### config.mk
export PLATFORM = sky130hd
export DESIGN_NAME = rtund_front
export DESIGN_NICKNAME = d
export VERILOG_FILES = /design/src/hw/rtl/rtund_pkg.sv /design/src/hw/rtl/rtund_front.sv
export SDC_FILE = /design/constraint.sdc
export NUM_CORES = 1
export LEC_CHECK = 0
export BUFFER_PORTS_ARGS = -buffer_cell sky130_fd_sc_hd__buf_4
export CORE_ASPECT_RATIO = 1.25
export CORE_MARGIN = 4
export CORE_UTILIZATION = 50
export DETAILED_ROUTE_END_ITERATION = 8
export GPL_TIMING_DRIVEN = 0
export PLACE_DENSITY = 0.88
export SYNTH_ARGS = -nofsm -noshare
export SYNTH_HDL_FRONTEND = slang
export SYNTH_SLANG_ARGS = --single-unit
export TNS_END_PERCENT = 1
### constraint.sdc
create_clock -name clk -period 3.4 [get_ports clk]
set_input_delay 0.51 -clock clk [delete_from_list [all_inputs] [get_ports clk]]
set_output_delay 0.51 -clock clk [all_outputs]
set_load 0.01 [all_outputs]
### src/hw/rtl/rtund_pkg.sv
// rtund_pkg: shared types, constants and fixed-point helpers for the
// radial-tangential undistortion block; no dependencies
`timescale 1ns / 1ps

package rtund_pkg;

	localparam int MAX_ITERATIONS = 15;
	localparam int PIX_FRAC = 4;
	localparam int ITER_W = $clog2(MAX_ITERATIONS + 1);

	localparam int Q_FRAC = 28;
	localparam logic signed [39:0] Q_ONE = 40'sd268435456;
	localparam logic signed [39:0] Q_MAX = 40'sd2147483647;
	localparam logic signed [39:0] Q_MIN = -40'sd2147483648;
	localparam logic [63:0] CHI2_CONVERGED = 64'd7205759403793;
	localparam logic [63:0] CHI2_DONE = 64'd73;

	localparam int PIX_SHIFT = Q_FRAC + 8 - PIX_FRAC;
	localparam int DIFF_W = 26;

	localparam int DIV_W = 60;
	localparam int DIVS_W = 32;
	localparam int DIV_CNT_W = $clog2(DIV_W);

	typedef enum logic [2:0] {
		CFG_FOCAL_U, CFG_FOCAL_V, CFG_CENTER_U, CFG_CENTER_V,
		CFG_RADIAL_K1, CFG_RADIAL_K2, CFG_TANG_P1, CFG_TANG_P2
	} cfg_idx_t;

	typedef enum logic [5:0] {
		UOP_MX, UOP_MY, UOP_MXY, UOP_RHO, UOP_RPXY, UOP_RHO2, UOP_KR1, UOP_KR2,
		UOP_RAD, UOP_XR, UOP_P1M, UOP_P2R, UOP_YR, UOP_P2M, UOP_P1R, UOP_K1MX,
		UOP_RMX, UOP_K2RMX, UOP_P1Y, UOP_P2X, UOP_K1MXY, UOP_RMXY, UOP_K2RMXY,
		UOP_P1X, UOP_P2Y, UOP_K1MY, UOP_RMY, UOP_K2RMY, UOP_SUMS, UOP_ERR,
		UOP_JJ, UOP_JO, UOP_EXX, UOP_EYY, UOP_DET, UOP_A1, UOP_A2, UOP_A3,
		UOP_A4, UOP_NXY
	} uop_t;

	typedef enum logic [3:0] {
		ST_IDLE, ST_NU_GO, ST_NU_WAIT, ST_NV_GO, ST_NV_WAIT, ST_MUL, ST_WB,
		ST_DX_GO, ST_DX_WAIT, ST_DY_GO, ST_DY_WAIT, ST_NEXT, ST_PIX_MUL,
		ST_PIX_WB, ST_EMIT
	} state_t;

	typedef struct packed {
		logic [15:0] pixel_u;
		logic [15:0] pixel_v;
	} pix_item_t;

	typedef struct packed {
		logic start;
		logic [DIV_W-1:0] dividend;
		logic [DIVS_W-1:0] divisor;
	} div_req_t;

	typedef struct packed {
		logic done;
		logic [DIV_W-1:0] quotient;
	} div_rsp_t;

	function automatic logic signed [31:0] sat32(input logic signed [39:0] v);
		logic signed [31:0] r;
		if (v > Q_MAX) r = Q_MAX[31:0];
		else if (v < Q_MIN) r = Q_MIN[31:0];
		else r = v[31:0];
		return r;
	endfunction

	// product back to q4.28, round half away from zero, saturate
	function automatic logic signed [31:0] qround(input logic signed [63:0] p);
		logic [63:0] m;
		logic signed [39:0] r;
		m = p[63] ? 64'(-p) : 64'(p);
		m = (m + (64'd1 << (Q_FRAC - 1))) >> Q_FRAC;
		r = $signed({1'b0, m[38:0]});
		if (p[63]) r = -r;
		return sat32(r);
	endfunction

	// signed quotient from magnitude, saturated to 32 bits
	function automatic logic signed [31:0] qsat(input logic [DIV_W-1:0] q, input logic neg);
		logic signed [32:0] r;
		r = $signed({1'b0, q[31:0]});
		if (neg) r = -r;
		if (!neg && q > 60'd2147483647) return Q_MAX[31:0];
		if (neg && q > 60'd2147483648) return Q_MIN[31:0];
		return r[31:0];
	endfunction

endpackage

### src/hw/rtl/rtund_front.sv
// rtund_front: two-entry request queue in front of the solver
// depends on rtund_pkg
`timescale 1ns / 1ps

module rtund_front
	import rtund_pkg::*;
(
	input  logic      clk,
	input  logic      arst_n,
	input  logic      in_valid,
	output logic      in_ready,
	input  pix_item_t in_item,
	output logic      head_valid,
	output pix_item_t head_item,
	input  logic      head_pop
);

	pix_item_t  slot_q [2];
	logic       wr_ptr_q, rd_ptr_q;
	logic [1:0] count_q;
	logic       push;

	assign in_ready   = (count_q != 2'd2);
	assign head_valid = (count_q != 2'd0);
	assign head_item  = slot_q[rd_ptr_q];
	assign push       = in_valid && in_ready;

	always_ff @(posedge clk) begin
		if (push) slot_q[wr_ptr_q] <= in_item;
	end

	always_ff @(posedge clk or negedge arst_n) begin
		if (!arst_n) begin
			wr_ptr_q <= 1'b0;
			rd_ptr_q <= 1'b0;
			count_q  <= 2'd0;
		end else begin
			if (push) wr_ptr_q <= ~wr_ptr_q;
			if (head_pop) rd_ptr_q <= ~rd_ptr_q;
			unique case ({push, head_pop})
				2'b10:   count_q <= count_q + 2'd1;
				2'b01:   count_q <= count_q - 2'd1;
				default: count_q <= count_q;
			endcase
		end
	end

endmodule

==> metrics list <==
* Cells on Worst Hold Path: 1
- Share of cell area taken by muxes after synthesis: 17.66%
* Post-layout net count: 234
- The die covers 6550 um2.
* Maxcap violations: 0
- CP required: 2.89 ns
- Fraction of layout instances using a drive strength above 1: 59.90%
- The number of clock buffers added by TritonCTS is 9.
- Tracing the worst setup path back leads to its startpoint at rd_ptr_q.
- In this run, post-CTS repair resized a total of 0 instances.
- In the final routed layout, each cell accounts on average for 16.32 um.
- Number of enable flip-flop cells after synthesis: 64
- Post-Syn Area per Cell: 22.90 um2
* Most frequent cell after synthesis: sky130_fd_sc_hd__edfxtp_1
- Initial cell density of the core: 51.92%
* Clk slew on worst S/H paths: about 0.07 ns
- The number of global-route vias before repair came to 1300.
* Later-pin clock latency in the skew report: 0.34 ns
* Total Routed Length: approximately 4300 um
- Synth Register Bits: 68
- In the final layout, flip-flops and latches occupy ~2000 um2.
- Of the total synthesized cell area, the portion taken by AND, OR, NAND and NOR gates is under 10%.
- Depth of the worst register-to-register path: 3
- For this design the static power due to leakage is about 1.4 nW.
- Number of buffers between clock root and the deepest sink: 2
- Adder-cell share of the synthesized area: less than 1%
- The critical path is of the register to output port type.
- The worst hold path begins at in_item[13].
- Outcome: finished, final reports clean
- Final global-route overflow total: 0
- Maximum VDD drop: 712.1 uV
- N_diodes: 0
- In this run, distinct cell masters in the synthesized netlist total 14.
* Total number of placement rows: 29
- Of all cell types, the one taking the most synthesized area is sky130_fd_sc_hd__edfxtp_1.
* Mapped cell area: between 2000 and 3000 um2
* Most common flop cell mapped by yosys: sky130_fd_sc_hd__edfxtp_1
- The number of hold violations in the final report came to 0.
- Of the available clock period, the critical path in the final layout requires a little under three fifths.
- In this run the horizontal extent of the chip is between 70 and 80 um.
- The die is 89.49 um tall.
- Fillers: 354
* Top-level port count: 70
* Final Max Slew Viols: 0
- Area of combinational cells with multiple inputs: 571.8 um2
- Ranked by total cell area, the synthesized netlist is headed by sky130_fd_sc_hd__edfxtp_1, sky130_fd_sc_hd__mux2_4, sky130_fd_sc_hd__dfrtp_1, sky130_fd_sc_hd__buf_12, sky130_fd_sc_hd__mux2_2.
* Wire length of the first global-routing pass: 6458 um
* P per Cell Area: 833.5 nW/um2
* Fraction of synthesized cell area in xor and xnor cells: 1.649%
- Final setup violation count: 0
* Antenna-violating nets left: 0
- Initial antenna violation count: 0
* Worst Path Arrival: 1.43 ns
- The worst setup path is launched from a register.
- RSZ-0062 raised after global routing: no
- Summing the areas of all compound-gate instances in the mapped netlist gives 0% of the synthesized area.
- The number of nets in the synthesized netlist is approximately 150.
- Maximum number of pins on one net before global-route repair: 33
* Share of synthesized area occupied by flip-flops and latches: around 76%
- HPWL after detailed placement: about 3000 um
- Synthesis-to-layout area growth: 29.11%
* Pin slew with the least headroom to its limit: 0.9361 ns
- For this run, the number of Yosys warnings is 0.
* First-iteration detailed-routing DRC count: 58
- Via density per instance: 4.886
- First-pass detailed-route iteration total: 4
* Gate count of the mapped netlist: 116
- Count of buffers inserted at the top-level ports: 69
* Worst setup slack before clock tree synthesis: 1.518 ns
- Worst clock skew: 0.006224 ns
* Hold buffer count at CTS: 1
- Area fraction of the dominant cell type after synthesis: 72.35%
* Combined global-route utilization of all metal layers: 14.07%
* Path class of the lowest-slack min-delay path: primary input to register
- Min cycle time layout: 1.942 ns
- Share of flip-flops with an asynchronous set or reset: 5.882%
- By count the netlist is led by sky130_fd_sc_hd__edfxtp_1, sky130_fd_sc_hd__mux2_4, sky130_fd_sc_hd__dfrtp_1.
- The congestion estimate from routability-driven global placement came to ~0.66.
* Post-route DRC: 0
* Post-CTS setup-driven buffer insertion count: 0
- Vias after detailed routing: roughly 1300
* Achievable Freq: 514.8 MHz
- Depth of the CTS H-tree: 3
* CTS tree: yes
- In this run the worst path has a maximum fanout of 10.
* Core region area: roughly 5100 um2
- Clock sinks: 68
- Element type at the critical path end: output port
- Headroom to the max-slew limit: 37.45%
* Slack of the critical path: 1.458 ns
- After routing, the total negative slack on setup checks comes to 0 ns.
- Clock Tree Root: sky130_fd_sc_hd__clkbuf_8
- By area, the combinational part of the netlist is dominated by multiplexers.
* R2r startpoint: count_q[0]
[worst paths after layout]
kind                                  to  slack (ns)
min reg2reg                   count_q[0]        0.54
max reg2reg                slot_q[0][15]        1.55
min                        slot_q[1][13]        0.35
max in group asynchronous       rd_ptr_q        2.79
min in group asynchronous       wr_ptr_q        0.51
max                        head_item[26]        1.46
[cell usage in the layout (no fill, tap or decap), types with 2 or more instances in the layout]
master	Yosys	routed
sky130_fd_sc_hd__clkbuf_8	0	9
sky130_fd_sc_hd__mux2_2	3	3
sky130_fd_sc_hd__buf_12	3	3
sky130_fd_sc_hd__clkinvlp_4	0	2
sky130_fd_sc_hd__mux2_4	29	29
sky130_fd_sc_hd__edfxtp_1	64	64
sky130_fd_sc_hd__xor2_1	2	2
sky130_fd_sc_hd__clkinv_1	0	3
sky130_fd_sc_hd__xnor2_1	3	3
sky130_fd_sc_hd__buf_4	0	69
sky130_fd_sc_hd__dfrtp_1	4	4
[worst max-delay path, stage by stage (launching register included)]
cell and delay (ns):
sky130_fd_sc_hd__dfrtp_1 0.37, sky130_fd_sc_hd__buf_6 0.14, sky130_fd_sc_hd__buf_12 0.15, sky130_fd_sc_hd__mux2_4 0.29, sky130_fd_sc_hd__buf_4 0.15
[area by class of cell]
cell class              count  share of cell area [%]
flip-flops and latches     68                   58.96
multi-input cells          44                   16.67
plain buffers               4                   2.080
clock buffers              10                   3.721
well taps                  62                   2.262
repair buffers             70                   15.40
clock inverters             6                  0.9121
[layer usage]
layer  track usage, %  routed length [um]
met1            15.54                1641
met4            9.060                  87
met5                0                   0
met3            4.049                 288
met2            23.60                2292
[metrics by stage]
| step | hold WS [ns] | cell area [um2] | std cells | util (%) | total power [mW] |
|---|---|---|---|---|---|
| 2_1_floorplan | 0.2144 | 2656 | 116 | - | 1.941 |
| 3_3_place_gp | 0.3083 | 3252 | 247 | 63.56 | 2.335 |
| 3_5_place_dp | 0.3108 | 3261 | 247 | 63.73 | 2.365 |
| 4_1_cts | 0.3418 | 3430 | 264 | 67.03 | 2.895 |
| 5_1_grt | 0.3358 | 3430 | 264 | 67.03 | 3.001 |
| 6_report | 0.3541 | 3430 | 264 | 67.03 | 2.859 |
[logic make-up after synthesis]
| family | after synthesis |
|---|---|
| buffers and inverters | 4 |
| XOR/XNOR | 5 |
| flip-flops | 68 |
| AND/OR/NAND/NOR | 6 |
| multiplexers | 32 |
| adder cells (fa/ha/maj) | 1 |
[state kept, by name, indices dropped and copies added (netlist names)]
signal	count
slot_q	64
count_q	2
rd_ptr_q	1
wr_ptr_q	1
[power by group]
group / internal, mW / switching (mW)
clock network: 0.255 / 0.277
logic: 0.638 / 0.469
registers: 1.15 / 0.0669
Power figures use the tool's default switching activity.
